File: src/design/time_triggered_task_scheduler_macros.svh
// ----------------------------------------------------------------------------
// Time-triggered task scheduler assertion macros
// Clocked on clk, disabled while rst_n is low.
// ----------------------------------------------------------------------------
`ifndef TIME_TRIGGERED_TASK_SCHEDULER_MACROS_SVH
`define TIME_TRIGGERED_TASK_SCHEDULER_MACROS_SVH

`ifndef SYNTH
`define TTTS_ASSERT_IMPL(lbl, ante, cons, msg) \
  lbl: assert property (@(posedge clk) disable iff (!rst_n) (ante) |-> (cons)) \
    else $error(msg);
`define TTTS_ASSERT_NEXT(lbl, ante, cons, msg) \
  lbl: assert property (@(posedge clk) disable iff (!rst_n) (ante) |=> (cons)) \
    else $error(msg);
`else
`define TTTS_ASSERT_IMPL(lbl, ante, cons, msg)
`define TTTS_ASSERT_NEXT(lbl, ante, cons, msg)
`endif

`endif

File: src/design/ttts_pkg.sv
// ----------------------------------------------------------------------------
// ttts_pkg
// Types and constants shared by the time-triggered task scheduler.
// ----------------------------------------------------------------------------
`timescale 1ns / 1ps

package ttts_pkg;

  localparam int MAX_TASKS  = 8;
  localparam int SLOT_W     = (MAX_TASKS > 1) ? $clog2(MAX_TASKS) : 1;
  localparam int SCAN_LIMIT = (MAX_TASKS < 8) ? MAX_TASKS : 8;
  localparam int CNT_W      = $clog2(SCAN_LIMIT + 1);
  localparam int IDX_W      = 3;
  localparam int PERIOD_W   = 16;
  localparam int DELAY_W    = 18;
  localparam int PEND_W     = 16;
  localparam int NTASK_W    = 4;
  localparam int CFG_IDX_W  = 1;
  localparam int CFG_DATA_W = 4;

  localparam logic [1:0] REQ_LOAD     = 2'd0;
  localparam logic [1:0] REQ_TICK     = 2'd1;
  localparam logic [1:0] REQ_DISPATCH = 2'd2;

  localparam logic [CFG_IDX_W-1:0] CFG_TASKS_IN_USE = 1'b0;
  localparam logic [CFG_IDX_W-1:0] CFG_HYBRID       = 1'b1;

  localparam logic signed [DELAY_W-1:0] DELAY_MIN = {1'b1, {(DELAY_W-1){1'b0}}};
  localparam logic [PEND_W-1:0]         PEND_MAX  = {PEND_W{1'b1}};

  typedef struct packed {
    logic [PERIOD_W-1:0]       period;
    logic signed [DELAY_W-1:0] delay;
    logic                      tick_ctx;
  } slot_t;

  typedef struct packed {
    logic             vld;
    logic [IDX_W-1:0] idx;
    logic             disp;
    logic             last;
  } push_t;

endpackage

File: src/design/ttts_slot_ram.sv
// ----------------------------------------------------------------------------
// ttts_slot_ram
// Task slot memory: one write port, one read port, registered read data.
// ----------------------------------------------------------------------------
`timescale 1ns / 1ps

module ttts_slot_ram (
  input  logic                       clk,
  input  logic                       wr_en,
  input  logic [ttts_pkg::SLOT_W-1:0] wr_addr,
  input  ttts_pkg::slot_t            wr_data,
  input  logic                       rd_en,
  input  logic [ttts_pkg::SLOT_W-1:0] rd_addr,
  output ttts_pkg::slot_t            rd_data
);

  ttts_pkg::slot_t mem [ttts_pkg::MAX_TASKS];
  ttts_pkg::slot_t rd_data_r;

  always_ff @(posedge clk) begin
    if (wr_en) begin
      mem[wr_addr] <= wr_data;
    end
  end

  always_ff @(posedge clk) begin
    if (rd_en) begin
      rd_data_r <= mem[rd_addr];
    end
  end

  assign rd_data = rd_data_r;

endmodule

File: src/design/ttts_out_stage.sv
// ----------------------------------------------------------------------------
// ttts_out_stage
// Result output register between the slot scan and the result channel.
// ----------------------------------------------------------------------------
`timescale 1ns / 1ps

module ttts_out_stage (
  input  logic                       clk,
  input  logic                       rst_n,
  input  ttts_pkg::push_t            push,
  output logic                       can_push,
  output logic                       out_valid,
  input  logic                       out_stall,
  output logic [ttts_pkg::IDX_W-1:0] out_task_index,
  output logic                       out_from_dispatch,
  output logic                       out_last
);

  logic                       valid_r;
  logic [ttts_pkg::IDX_W-1:0] idx_r;
  logic                       disp_r;
  logic                       last_r;

  assign can_push = !valid_r || !out_stall;

  always_ff @(posedge clk) begin
    if (!rst_n) begin
      valid_r <= 1'b0;
    end else if (push.vld) begin
      valid_r <= 1'b1;
    end else if (!out_stall) begin
      valid_r <= 1'b0;
    end
  end

  always_ff @(posedge clk) begin
    if (push.vld) begin
      idx_r  <= push.idx;
      disp_r <= push.disp;
      last_r <= push.last;
    end
  end

  assign out_valid         = valid_r;
  assign out_task_index    = idx_r;
  assign out_from_dispatch = disp_r;
  assign out_last          = last_r;

endmodule

File: src/design/ttts_scan.sv
// ----------------------------------------------------------------------------
// ttts_scan
// Request sequencer: slot loads, pending tick count and read-modify-write
// scans of the slot memory for ticks and dispatches.
// ----------------------------------------------------------------------------
`timescale 1ns / 1ps
`include "time_triggered_task_scheduler_macros.svh"

module ttts_scan (
  input  logic                          clk,
  input  logic                          rst_n,
  input  logic                          in_valid,
  output logic                          in_stall,
  input  logic [1:0]                    in_req_type,
  input  logic [2:0]                    in_task_slot,
  input  logic [ttts_pkg::PERIOD_W-1:0] in_task_period,
  input  logic [15:0]                   in_task_offset,
  input  logic                          in_run_in_tick,
  input  logic [ttts_pkg::NTASK_W-1:0]  tasks_in_use,
  input  logic                          hybrid_enable,
  output ttts_pkg::push_t               push,
  input  logic                          can_push
);

  typedef enum logic [3:0] {
    S_IDLE  = 4'b0001,
    S_RD    = 4'b0010,
    S_WR    = 4'b0100,
    S_FLUSH = 4'b1000
  } state_t;

  state_t                          state_r, state_nxt;
  logic [ttts_pkg::CNT_W-1:0]      cnt_r, cnt_nxt;
  logic [ttts_pkg::PEND_W-1:0]     pend_r, pend_nxt;
  logic                            disp_r, disp_nxt;
  logic                            held_vld_r, held_vld_nxt;
  logic [ttts_pkg::IDX_W-1:0]      held_idx_r, held_idx_nxt;

  logic [ttts_pkg::CNT_W-1:0]      scan_n;
  logic [ttts_pkg::CNT_W-1:0]      cnt_inc;
  logic                            accept;
  logic                            slot_ok;

  logic                            wr_en;
  logic [ttts_pkg::SLOT_W-1:0]     wr_addr;
  ttts_pkg::slot_t                 wr_data;
  logic                            rd_en;
  ttts_pkg::slot_t                 rd_data;

  logic signed [ttts_pkg::DELAY_W-1:0] d_dec;
  logic signed [ttts_pkg::DELAY_W-1:0] d_keep;
  logic                            hit;
  logic                            tick_ctx_eff;

  ttts_slot_ram u_ram (
    .clk     (clk),
    .wr_en   (wr_en),
    .wr_addr (wr_addr),
    .wr_data (wr_data),
    .rd_en   (rd_en),
    .rd_addr (cnt_r[ttts_pkg::SLOT_W-1:0]),
    .rd_data (rd_data)
  );

  assign scan_n  = (tasks_in_use > ttts_pkg::NTASK_W'(ttts_pkg::SCAN_LIMIT)) ?
                   ttts_pkg::CNT_W'(ttts_pkg::SCAN_LIMIT) :
                   ttts_pkg::CNT_W'(tasks_in_use);
  assign cnt_inc = cnt_r + ttts_pkg::CNT_W'(1);
  assign in_stall = (state_r != S_IDLE);
  assign accept   = in_valid && !in_stall;
  assign slot_ok  = {29'd0, in_task_slot} < 32'(ttts_pkg::MAX_TASKS);

  assign tick_ctx_eff = hybrid_enable && rd_data.tick_ctx;
  assign d_dec  = (rd_data.delay != ttts_pkg::DELAY_MIN) ?
                  rd_data.delay - ttts_pkg::DELAY_W'(1) : rd_data.delay;
  assign d_keep = disp_r ? rd_data.delay : d_dec;
  assign hit    = disp_r ? (!tick_ctx_eff && (d_keep[ttts_pkg::DELAY_W-1] || d_keep == '0))
                         : ( tick_ctx_eff && (d_keep[ttts_pkg::DELAY_W-1] || d_keep == '0));

  always_comb begin
    state_nxt    = state_r;
    cnt_nxt      = cnt_r;
    pend_nxt     = pend_r;
    disp_nxt     = disp_r;
    held_vld_nxt = held_vld_r;
    held_idx_nxt = held_idx_r;
    wr_en        = 1'b0;
    wr_addr      = cnt_r[ttts_pkg::SLOT_W-1:0];
    wr_data      = '{period: rd_data.period, delay: d_keep, tick_ctx: rd_data.tick_ctx};
    rd_en        = 1'b0;
    push         = '{vld: 1'b0, idx: held_idx_r, disp: disp_r, last: 1'b0};
    case (state_r)
      S_IDLE: begin
        cnt_nxt = '0;
        if (accept) begin
          case (in_req_type)
            ttts_pkg::REQ_LOAD: begin
              wr_en   = slot_ok;
              wr_addr = ttts_pkg::SLOT_W'(in_task_slot);
              wr_data = '{period:   in_task_period,
                          delay:    ttts_pkg::DELAY_W'({2'b00, in_task_offset})
                                    + ttts_pkg::DELAY_W'(1),
                          tick_ctx: in_run_in_tick};
            end
            ttts_pkg::REQ_TICK: begin
              if (pend_r != ttts_pkg::PEND_MAX) begin
                pend_nxt = pend_r + ttts_pkg::PEND_W'(1);
              end
              disp_nxt = 1'b0;
              if (scan_n != '0) begin
                state_nxt = S_RD;
              end
            end
            ttts_pkg::REQ_DISPATCH: begin
              if (pend_r != '0) begin
                pend_nxt = '0;
                disp_nxt = 1'b1;
                if (scan_n != '0) begin
                  state_nxt = S_RD;
                end
              end
            end
            default: begin
            end
          endcase
        end
      end
      S_RD: begin
        rd_en     = 1'b1;
        state_nxt = S_WR;
      end
      S_WR: begin
        if (!(hit && held_vld_r && !can_push)) begin
          wr_en = 1'b1;
          if (hit) begin
            wr_data.delay = ttts_pkg::DELAY_W'({2'b00, rd_data.period});
            push.vld      = held_vld_r;
            held_vld_nxt  = 1'b1;
            held_idx_nxt  = ttts_pkg::IDX_W'(cnt_r);
          end
          cnt_nxt = cnt_inc;
          if (cnt_inc == scan_n) begin
            state_nxt = (hit || held_vld_r) ? S_FLUSH : S_IDLE;
          end else begin
            state_nxt = S_RD;
          end
        end
      end
      S_FLUSH: begin
        if (can_push) begin
          push.vld     = 1'b1;
          push.last    = 1'b1;
          held_vld_nxt = 1'b0;
          state_nxt    = S_IDLE;
        end
      end
      default: begin
        state_nxt = S_IDLE;
      end
    endcase
  end

  always_ff @(posedge clk) begin
    if (!rst_n) begin
      state_r    <= S_IDLE;
      cnt_r      <= '0;
      pend_r     <= '0;
      disp_r     <= 1'b0;
      held_vld_r <= 1'b0;
    end else begin
      state_r    <= state_nxt;
      cnt_r      <= cnt_nxt;
      pend_r     <= pend_nxt;
      disp_r     <= disp_nxt;
      held_vld_r <= held_vld_nxt;
    end
  end

  always_ff @(posedge clk) begin
    held_idx_r <= held_idx_nxt;
  end

  `TTTS_ASSERT_IMPL(a_push_has_room, push.vld, can_push, "result pushed into a full output stage")
  `TTTS_ASSERT_IMPL(a_last_from_flush, push.vld && push.last, state_r == S_FLUSH && held_vld_r, "final result outside flush")
  `TTTS_ASSERT_IMPL(a_cnt_in_range, state_r == S_RD || state_r == S_WR, cnt_r < scan_n, "scan index beyond scanned slots")
  `TTTS_ASSERT_NEXT(a_dispatch_drains, accept && in_req_type == ttts_pkg::REQ_DISPATCH, pend_r == '0, "pending ticks not drained by dispatch")

endmodule

File: src/design/time_triggered_task_scheduler.sv
// ----------------------------------------------------------------------------
// time_triggered_task_scheduler
// Time-triggered cooperative scheduler over a memory of task slots.
// ----------------------------------------------------------------------------
// A load request writes one slot. A tick or dispatch request walks the first
// min(tasks_in_use, 8) slots through the slot memory, reading each slot in
// S_RD and then modifying and writing it back in S_WR, which waits while a
// due slot finds the output register full. The final result is handed over
// in S_FLUSH when any slot is due, waiting while the result channel stalls.
// A dispatch with no pending ticks, a tick or dispatch with no slots to scan,
// and an unknown request leave the scheduler idle without a scan. Requests
// are taken one at a time; results leave through a one-entry output register.
`timescale 1ns / 1ps

module time_triggered_task_scheduler (
  input  logic                            clk,
  input  logic                            rst_n,
  input  logic                            in_valid,
  output logic                            in_stall,
  input  logic [1:0]                      in_req_type,
  input  logic [2:0]                      in_task_slot,
  input  logic [15:0]                     in_task_period,
  input  logic [15:0]                     in_task_offset,
  input  logic                            in_run_in_tick,
  output logic                            out_valid,
  input  logic                            out_stall,
  output logic [2:0]                      out_task_index,
  output logic                            out_from_dispatch,
  output logic                            out_last,
  input  logic                            cfg_valid,
  output logic                            cfg_ready,
  input  logic [ttts_pkg::CFG_IDX_W-1:0]  cfg_index,
  input  logic [ttts_pkg::CFG_DATA_W-1:0] cfg_data
);

  logic [ttts_pkg::NTASK_W-1:0] tasks_in_use_r;
  logic                         hybrid_enable_r;
  ttts_pkg::push_t              push;
  logic                         can_push;

  assign cfg_ready = 1'b1;

  always_ff @(posedge clk) begin
    if (!rst_n) begin
      tasks_in_use_r  <= '0;
      hybrid_enable_r <= 1'b1;
    end else if (cfg_valid && cfg_ready) begin
      case (cfg_index)
        ttts_pkg::CFG_TASKS_IN_USE: tasks_in_use_r  <= cfg_data;
        ttts_pkg::CFG_HYBRID:       hybrid_enable_r <= cfg_data[0];
        default: begin
        end
      endcase
    end
  end

  ttts_scan u_scan (
    .clk            (clk),
    .rst_n          (rst_n),
    .in_valid       (in_valid),
    .in_stall       (in_stall),
    .in_req_type    (in_req_type),
    .in_task_slot   (in_task_slot),
    .in_task_period (in_task_period),
    .in_task_offset (in_task_offset),
    .in_run_in_tick (in_run_in_tick),
    .tasks_in_use   (tasks_in_use_r),
    .hybrid_enable  (hybrid_enable_r),
    .push           (push),
    .can_push       (can_push)
  );

  ttts_out_stage u_out (
    .clk               (clk),
    .rst_n             (rst_n),
    .push              (push),
    .can_push          (can_push),
    .out_valid         (out_valid),
    .out_stall         (out_stall),
    .out_task_index    (out_task_index),
    .out_from_dispatch (out_from_dispatch),
    .out_last          (out_last)
  );

endmodule

File: config.mk
export PLATFORM = sky130hd
export DESIGN_NAME = time_triggered_task_scheduler
export DESIGN_NICKNAME = d
export VERILOG_FILES = /design/src/design/ttts_pkg.sv /design/src/design/ttts_slot_ram.sv /design/src/design/ttts_out_stage.sv /design/src/design/ttts_scan.sv /design/src/design/time_triggered_task_scheduler.sv
export VERILOG_INCLUDE_DIRS = /design/src /design/src/design
export SDC_FILE = /design/constraint.sdc
export NUM_CORES = 1
export LEC_CHECK = 0
export ABC_CLOCK_PERIOD_IN_PS = 13000
export BUFFER_PORTS_ARGS = -buffer_cell sky130_fd_sc_hd__buf_2
export CAP_MARGIN = 20
export CORE_ASPECT_RATIO = 0.75
export CORE_MARGIN = 3
export CORE_UTILIZATION = 38
export DETAILED_ROUTE_END_ITERATION = 6
export PLACE_DENSITY = 0.58
export RECOVER_POWER = 100
export SLEW_MARGIN = 10
export SYNTH_ARGS = -nofsm -noshare
export SYNTH_HDL_FRONTEND = slang
export SYNTH_SLANG_ARGS = --single-unit
File: constraint.sdc
create_clock -name clk -period 13 [get_ports clk]
set_input_delay 2.6 -clock clk [delete_from_list [all_inputs] [get_ports clk]]
set_output_delay 2.6 -clock clk [all_outputs]
set_load 0.02 [all_outputs]
==> flow_metrics.tcl, run 1 <==
set metrics [dict create \
    grt_max_degree 51 \
    areaGrowthSynthToFinish_pct 12.5 \
    status "finished, violations left" \
    fin_util_pct 43.9 \
    tightest_slew_ps 4020 \
    r2r-end "u_scan.u_ram.mem[1][2]" \
    die_y_um 179 \
    die_w_um 236 \
    cts_buffer_depth 3 \
    vias 8909 \
    htreeDepth 2 \
    required_ps 13080 \
    crit_path_end "u_scan.u_ram.mem[1][2]" \
    use_met3_pct 3.48 \
    crit_type "reg2reg" \
    use_met2_pct 26.3 \
    critPathCaptureType "flip-flop" \
    busiest_layer "met2" \
    postPlaceCellArea_um2 16100 \
    cts_resized 0 \
    mostFrequentLayoutCells "edfxtp_1 (323), nand2_1 (190), mux4_2 (70)" \
    dr.pass1.iters 5 \
    crit_fanout 48 \
    holdWs_ps 423 \
    fin_ws_ps 5160 \
    startpoint "u_scan.cnt_r[0]" \
    antenna_cells 0 \
    tns_ps 0 \
    netlist_area_um2 15100 \
    wl_per_cell_um 22.6 \
    nets 1126 \
    period_needed_ps 7840 \
    clkTransAtPathRegs_ps 60 \
    start_util_pct 39.0 \
    drt_iter0_drc 908 \
    ff2ff_setup_slack_ps 5160 \
    violations "max-capacitance violations, max-slew violations" \
    r2r_start "u_scan.cnt_r[0]" \
    synth_area_leader_cell "edfxtp_1" \
    rsz0062_at_grt "false" \
    synth_cell_types 63 \
    final_cells 1607 \
    insertion_delay_ps 530 \
    syn_area_per_cell_um2 14.9 \
    ys_warn_count 0 \
    tritoncts.num_buffers 34 \
    syn_inst 1016 \
    synth_top_area_share_pct 64.1 \
    antenna_left 0 \
    maxSlewViolCount 510 \
    post_cts_buffers 0 \
    grtUsageTotal_pct 17.4 \
    clockRootBuffer "clkbuf_16" \
    dieArea_um2 42300 \
    io_pins 56 \
    gr-usage-met1_pct 26.2 \
    drive_gt1_share_pct 16.6 \
    powerDensity_nw_per_um2 142 \
    hold_viol_final 0 \
    final_area_um2 17000 \
    layout_commonest_cell "edfxtp_1" \
    hold_class "reg2reg" \
    fmaxAchievable_mhz 128 \
    ys.flop_type "edfxtp_1" \
    grt-ovfl-total 0 \
    synth_edf_count 323 \
    ys_seq_area_share_pct 68.3 \
    setup_viol_count_final 0 \
    ctsHoldBuffers 0 \
    grt_pass1_wl_um 55500 \
    synth_fp_nets 1072 \
    design.core.area_um2 38800 \
    drv_cap 16 \
    pre_cts_ws_ps 7730 \
    portBuffers 54 \
    clock_sinks 355 \
    reg2reg_depth 4 \
    p_leak_nw 5.43 \
    ir_worst_vdd_mv 0.116 \
    async_flop_share_pct 0 \
    grt_pass1_vias 8731 \
    gp_congestion 0.814 \
    synth-seq-cells 355 \
    rows 62 \
    cts_tree "built" \
    timing.final.crit_share_pct 60.3 \
    crit_path_start_kind "flip-flop" \
    antenna_found_initial 1 \
    total_power_mw 2.41 \
    synth_area_leaders "edfxtp_1 (64%), mux4_2 (10%), nand2_1 (4.7%)" \
    drt-total-wl_um 36300 \
    drc_errors 0 \
    slew_headroom_pct -168 \
    hold_start "u_scan.held_idx_r[0]" \
    placed_cells 1546 \
    worstPathArrival_ps 7920 \
    fin_skew_ps 17.9 \
    dp_hpwl_um 21600 \
    vias_per_cell 5.54 \
]
layer usage:
| layer | up-vias | share of wire [%] |
|---|---|---|
| met5 | - | 0.036 |
| met4 | 2 | 1.7 |
| met3 | 48 | 7.7 |
| met2 | 320 | 44 |
| met1 | 4482 | 47 |
| li1 | 4057 | - |
cell families after synthesis:
| family | share of synthesized area (%) |
|---|---|
| AO/OA/AOI/OAI | 5.65 |
| AND/OR/NAND/NOR | 11.2 |
| multiplexers | 11.0 |
| other | 0.0248 |
| flip-flops | 68.3 |
| XOR/XNOR | 1.27 |
| adder cells (fa/ha/maj) | 0.662 |
| buffers and inverters | 1.93 |
synthesized netlist by cell type (8+ instances only):
cell / count
nand2_1: 190
xnor2_1: 8
ha_1: 8
and3_1: 13
a221o_1: 16
nand3_1: 29
clkbuf_1: 37
nor4_1: 13
or3_1: 11
nor2_1: 35
nand4_1: 8
o21ai_0: 25
nor3_1: 11
or4_1: 9
edfxtp_1: 323
a21oi_1: 25
xor2_1: 14
dfxtp_1: 32
mux4_2: 70
inv_1: 18
buf_1: 12
worst min path at each step:
stage	depth (start not counted)	end	slack, ps
2_1_floorplan	0	u_out.out_task_index[0]	400
3_3_place_gp	0	u_out.out_task_index[0]	400
3_5_place_dp	0	u_out.out_task_index[0]	410
4_1_cts	0	u_out.out_task_index[0]	420
5_1_grt	0	u_out.out_task_index[0]	440
6_report	0	u_out.out_task_index[0]	420
layout make-up:
type / instances / area, um^2
fill: 3458 / 21800
inverter: 18 / 67.6
multi-input combinational: 589 / 4570
tap: 512 / 641
timing repair buffer: 72 / 345
sequential: 355 / 10300
clock buffer: 43 / 885
clock inverter: 18 / 184
power breakdown:
group,internal (mW),switching [mW],total (mW)
clock,0.547,0.417,0.963
sequential,1.29,0.0133,1.30
combinational,0.0425,0.105,0.147
worst max-delay path, stage by stage, from the launching register on:
cell,delay (ps)
dfxtp_1,1800
clkbuf_1,2920
nand2b_1,480
o22ai_4,250
clkbuf_1,1900
sequential cells by signal, summed over array words and instances, names as in the netlist, 3 cells and up:
name and count:
u_scan.u_ram.mem 280, u_scan.u_ram.rd_data 35, u_scan.pend_r 16, tasks_in_use_r 4
u_scan.cnt_r 4, u_scan.state_r 4, u_out.out_task_index 3, u_scan.held_idx_r 3
Power figures use the tool's default switching activity.
==> run 2: changes to the inputs <==
--- a/config.mk
+++ b/config.mk
@@ -6,7 +6,8 @@
 export SDC_FILE = /design/constraint.sdc
 export NUM_CORES = 1
 export LEC_CHECK = 0
-export ABC_CLOCK_PERIOD_IN_PS = 13000
+export ABC_AREA = 1
+export ABC_CLOCK_PERIOD_IN_PS = 7500
 export BUFFER_PORTS_ARGS = -buffer_cell sky130_fd_sc_hd__buf_2
 export CAP_MARGIN = 20
 export CORE_ASPECT_RATIO = 0.75
==> constraint.sdc (replaced) <==
create_clock -name clk -period 7.5 [get_ports clk]
set_input_delay 1.5 -clock clk [delete_from_list [all_inputs] [get_ports clk]]
set_output_delay 1.5 -clock clk [all_outputs]
set_load 0.02 [all_outputs]
==> run 2 against run 1 <==
  * The flow still finishes with violations (max-capacitance violations, max-slew violations)
  * Synthesized cell count up 44%
  * Critical endpoint is now u_scan.u_ram.mem[5][10]
  * Clock skew is essentially flat
  * Register-to-register slack got worse by 3400 ps
  * Area after synthesis up 2.5%
==> flow_metrics.tcl, run 2 <==
set metrics [dict create \
    syn_area_per_cell_um2 10.6 \
    drc_errors 0 \
    timing.final.crit_share_pct 77.4 \
    grt_max_degree 125 \
    maxSlewViolCount 193 \
    portBuffers 54 \
    synth_top_family_by_area "simple AND/OR/NAND/NOR gates" \
    status "finished, violations left" \
    violations "max-capacitance violations, max-slew violations" \
    synth_cell_types 48 \
    drv_cap 7 \
    tritoncts.num_buffers 37 \
    pwr-share-comb_pct 13.6 \
    post_cts_buffers 0 \
    layout_commonest_cell "edfxtp_1" \
    areaGrowthSynthToFinish_pct 11.8 \
    largest_reg_flops 280 \
    synth_xor_xnor_area_share_pct 0.621 \
    required_ps 7610 \
    crit_path_start_kind "input port" \
    grt_pass1_vias 9998 \
    drive_gt1_share_pct 8.39 \
    power.internal_mw 3.53 \
    gp_congestion 0.839 \
    mostFrequentLayoutCells "edfxtp_1 (323), nor2_1 (311), nand2_1 (197)" \
    fin_util_pct 43.5 \
    dr.pass1.iters 5 \
    drt-total-wl_um 40000 \
    ir_worst_vdd_mv 0.189 \
    regMostFlops "u_scan.u_ram.mem" \
    start_util_pct 38.9 \
    dp_hpwl_um 25200 \
    nets 1567 \
    insertion_delay_ps 530 \
    synth_fa_ha_area_share_pct 0.646 \
    synth_area_leader_cell "edfxtp_1" \
    synth-simple-area-share_pct 17.5 \
    hold_viol_final 0 \
    crit_type "in2reg" \
    hold_class "reg2reg" \
    grt_pass1_wl_um 60400 \
    rsz0062_at_grt "false" \
    powerDensity_nw_per_um2 277 \
    wl_per_cell_um 19.4 \
    io_pins 56 \
    antenna_found_initial 1 \
    netlist_area_um2 15500 \
    synth-compound-area-share_pct 10.4 \
    synth_area_leaders "edfxtp_1 (63%), nor2_1 (7.5%), o21ai_0 (5.6%)" \
    synth_edf_count 323 \
    grt-ovfl-total 0 \
    clkTransAtPathRegs_ps 60 \
    p_sw_share_pct 26.7 \
    ys_seq_area_share_pct 66.7 \
    clock_sinks 355 \
    p_sw_mw 1.28 \
    synth_common_cells "edfxtp_1 (323), nor2_1 (310), nand2_1 (195), o21ai_0 (172), inv_1 (91)" \
    muxShareOfSynthArea_pct 0 \
    die_w_um 239 \
    cts_tree "built" \
    total_power_mw 4.81 \
    clock_power_share_pct 35.9 \
    syn_inst 1462 \
    cts_resized 0 \
    async_flop_share_pct 0 \
    design.core.area_um2 39900 \
    tightest_slew_ps 2250 \
    vias 10900 \
    dieArea_um2 43300 \
    period_needed_ps 5800 \
    worstPathArrival_ps 5910 \
    cts_buffer_depth 3 \
    yosysMostFrequentCell "edfxtp_1" \
    p_leak_nw 6.10 \
    fin_skew_ps 18.1 \
    critPathCaptureType "flip-flop" \
    synth_fp_nets 1518 \
    slew_headroom_pct -50.3 \
    synth-seq-cells 355 \
    ys.flop_type "edfxtp_1" \
    ctsHoldBuffers 0 \
    crit_fanout 25 \
    power_frac_seq_pct 50.5 \
    drt_iter0_drc 1140 \
    ys_warn_count 0 \
    rows 63 \
    clockRootBuffer "clkbuf_16" \
    synth_top_area_share_pct 62.6 \
    grtUsageTotal_pct 18.1 \
    antenna_left 0 \
    tns_ps 0 \
    fmaxAchievable_mhz 172 \
    setup_viol_count_final 0 \
    htreeDepth 2 \
    die_y_um 181 \
    vias_per_cell 5.28 \
]
## run 2: worst paths after layout
check                                     startpoint                       to  slack [ps]  depth (start not counted)
worst max-delay path                  in_req_type[0]  u_scan.u_ram.mem[5][10]        1700                         10
worst min-delay path            u_scan.held_idx_r[1]  u_out.out_task_index[1]         420                          0
worst max register to register     u_scan.state_r[3]  u_scan.u_ram.mem[5][10]        1740                         13
worst min register to register  u_scan.held_idx_r[1]  u_out.out_task_index[1]         420                          0
## run 2: cells by family after synthesis
| kind of cell | count (synthesis) |
|---|---|
| AND/OR/NAND/NOR | 631 |
| flip-flops | 355 |
| AO/OA/AOI/OAI | 293 |
| buffers and inverters | 163 |
| XOR/XNOR | 11 |
| adder cells (fa/ha/maj) | 8 |
| other | 1 |
## run 2: power groups by stage
stage	combinational [mW]	clock (mW)	sequential, mW
4_1_cts	0.672	1.76	2.43
2_1_floorplan	0.431	0	2.46
6_report	0.652	1.73	2.43
3_3_place_gp	0.652	0	2.47
3_5_place_dp	0.668	0	2.47
5_1_grt	0.718	1.84	2.44
## run 2: worst max-delay path: stages
cell	delay, ps
buf_2	90
inv_1	50
ha_1	190
nand2_1	680
clkbuf_1	550
inv_1	310
o21ai_0	390
nand2_1	120
nor3_1	540
clkbuf_1	1450
## run 2: layout make-up
class	instances	area (um^2)
diodes	1	2.50
repair buffers	76	438
well taps	520	651
clock inverters	15	96.3
inverters	97	367
fillers	3788	22500
clock buffers	50	1020
flip-flops and latches	355	10300
multi-input cells	944	4430
## run 2: metrics by stage
step | setup slack (ps) | cells | area (um^2) | hold WS [ps]
2_1_floorplan | 1980 | 1462 | 15500 | 400
3_3_place_gp | 1880 | 1986 | 16300 | 409
3_5_place_dp | 1880 | 1989 | 16400 | 405
4_1_cts | 2420 | 2054 | 17500 | 418
5_1_grt | 1330 | 2058 | 17300 | 430
6_report | 1700 | 2058 | 17300 | 418
## run 2: per-layer routing
layer / track usage, % / up-vias / wire length (um)
met2: 26.3 / 352 / 17200
met4: 4.76 / 0 / 809
met3: 3.10 / 60 / 2540
met5: 0 / - / 0
met1: 27.8 / 5248 / 19500
li1: - / 5206 / -
==> run 3: changes to the inputs <==
--- a/config.mk
+++ b/config.mk
@@ -7,14 +7,14 @@
 export NUM_CORES = 1
 export LEC_CHECK = 0
 export ABC_AREA = 1
-export ABC_CLOCK_PERIOD_IN_PS = 7500
+export ABC_CLOCK_PERIOD_IN_PS = 5030
 export BUFFER_PORTS_ARGS = -buffer_cell sky130_fd_sc_hd__buf_2
 export CAP_MARGIN = 20
 export CORE_ASPECT_RATIO = 0.75
 export CORE_MARGIN = 3
 export CORE_UTILIZATION = 38
 export DETAILED_ROUTE_END_ITERATION = 6
-export PLACE_DENSITY = 0.58
+export PLACE_DENSITY = 0.6
 export RECOVER_POWER = 100
 export SLEW_MARGIN = 10
 export SYNTH_ARGS = -nofsm -noshare
==> constraint.sdc (replaced) <==
create_clock -name clk -period 5.03 [get_ports clk]
set_input_delay 1.006 -clock clk [delete_from_list [all_inputs] [get_ports clk]]
set_output_delay 1.006 -clock clk [all_outputs]
set_load 0.02 [all_outputs]
==> run 3 against run 2 <==
  * The run still ends with max-capacitance violations, max-slew violations left
  * First-iteration DRC count is 6.8% lower
  * Sequential power is 49% higher
  * Sequential share of layout area is 0.20 points higher
  * Utilization is 0.15 points lower
  * Via count is 0.89% higher
  * Clock skew is 1.7 ps higher
  * Cell count is 0.24% lower
  * Register-to-register slack worse by 910 ps
  * Setup slack worse by 870 ps
==> flow_metrics.tcl, run 3 (synthesis results as in run 2) <==
set metrics [dict create \
    status "finished, violations left" \
    violations "max-capacitance violations, max-slew violations" \
    timing.final.crit_share_pct 83.5 \
    multiInputGateArea_um2 4460 \
    crit_type "reg2reg" \
    period_needed_ps 4200 \
    die_w_um 239 \
    mostFrequentLayoutCells "edfxtp_1 (323), nor2_1 (309), nand2_1 (203)" \
    start_util_pct 38.9 \
    cts_buffer_depth 3 \
    vias 11000 \
    clkTransAtPathRegs_ps 60 \
    drive_gt1_share_pct 8.75 \
    rows 63 \
    grt-ovfl-total 0 \
    ir_worst_vdd_mv 0.232 \
    gp_congestion 0.875 \
    die_y_um 181 \
    htreeDepth 2 \
    vias_per_cell 5.34 \
    drv_cap 1 \
    design.core.area_um2 39900 \
    portBuffers 54 \
    fill_cells 3757 \
    dp_hpwl_um 24600 \
    nets 1563 \
    insertion_delay_ps 530 \
    rsz0062_at_grt "false" \
    dr.pass1.iters 5 \
    fmaxAchievable_mhz 238 \
    grt_pass1_vias 10300 \
    antenna_left 0 \
    hold_class "reg2reg" \
    hold_viol_final 0 \
    cts_tree "built" \
    clock_sinks 355 \
    fin_skew_ps 19.9 \
    setup_viol_count_final 0 \
    crit_fanout 22 \
    final_area_um2 17300 \
    worstPathArrival_ps 4410 \
    clockRootBuffer "clkbuf_16" \
    post_cts_buffers 0 \
    cts_resized 0 \
    critPathCaptureType "flip-flop" \
    maxSlewViolCount 37 \
    dieArea_um2 43300 \
    antenna_found_initial 1 \
    io_pins 56 \
    layout_commonest_cell "edfxtp_1" \
    grtUsageTotal_pct 18.3 \
    drt-total-wl_um 40000 \
    powerDensity_nw_per_um2 410 \
    regMostFlops "u_scan.u_ram.mem" \
    wl_per_cell_um 19.5 \
    grt_max_degree 77 \
    drt_iter0_drc 1063 \
    largest_reg_flops 280 \
    p_leak_nw 6.11 \
    postPlaceCellArea_um2 16300 \
    tritoncts.num_buffers 36 \
    grt_pass1_wl_um 61200 \
    ctsHoldBuffers 0 \
    tns_ps 0 \
    slew_headroom_pct -67.3 \
    crit_path_start_kind "flip-flop" \
    drc_errors 0 \
    required_ps 5240 \
    ff_latch_area_um2 10300 \
    tightest_slew_ps 2510 \
    areaGrowthSynthToFinish_pct 11.5 \
]
==> run 3: power by group <==
group	total, mW	leakage [nW]	switching, mW	internal, mW
clock network	2.48	0.521	1.09	1.39
registers	3.63	3.17	0.0431	3.58
logic	0.979	2.42	0.777	0.202
==> run 3: area by class of cell <==
cell class | count | area share (%)
flip-flops and latches | 355 | 59.8
repair buffers | 73 | 2.27
diodes | 1 | 0.0145
clock buffers | 44 | 5.45
clock inverters | 19 | 0.768
well taps | 520 | 3.77
multi-input cells | 944 | 25.8
inverters | 97 | 2.11
==> run 3: worst paths after layout <==
path | from | endpoint | slack (ps) | cells past startpoint
max | u_scan.u_ram.rd_data[1] | u_scan.u_ram.mem[6][7] | 830 | 16
min | u_scan.held_idx_r[2] | u_out.out_task_index[2] | 430 | 0
max reg2reg | u_scan.u_ram.rd_data[1] | u_scan.u_ram.mem[6][7] | 830 | 16
min reg2reg | u_scan.held_idx_r[2] | u_out.out_task_index[2] | 430 | 0
==> run 3: per-layer routing <==
| metal | routed length, um | vias to the layer above | GRT usage, % | part of all wire (%) |
|---|---|---|---|---|
| met4 | 1070 | 0 | 5.25 | 2.7 |
| met3 | 3060 | 68 | 3.40 | 7.7 |
| li1 | - | 5210 | - | - |
| met5 | 0 | - | 0 | 0 |
| met1 | 19200 | 5295 | 28.1 | 48 |
| met2 | 16600 | 390 | 26.4 | 42 |
==> run 3: metrics by stage <==
step                setup WS, ps  total power, mW  std cells  hold slack (ps)  util, %
finish                       831             7.08       2053              427     43.3
floorplan                  -26.0             4.32       1462              400        -
global placement            1190             4.67       1989              408     40.9
global route                 509             7.38       2053              449     43.3
detailed placement          1060             4.69       1989              419     40.9
CTS                         1220             7.16       2052              433     43.6
==> run 3: critical path: stages (launching register included) <==
cell      delay [ps]
edfxtp_1         390
inv_1            160
ha_1             310
nand2_2           70
nor2_1           310
nand3_4          310
nand3_1          160
nand2_1          140
nor2_1           120
nand2_1           70
nor2_2           110
nand3_1          150
a21oi_1          340
nand2_1          300
nor2_8           390
nand2_1          180
o211ai_1         380
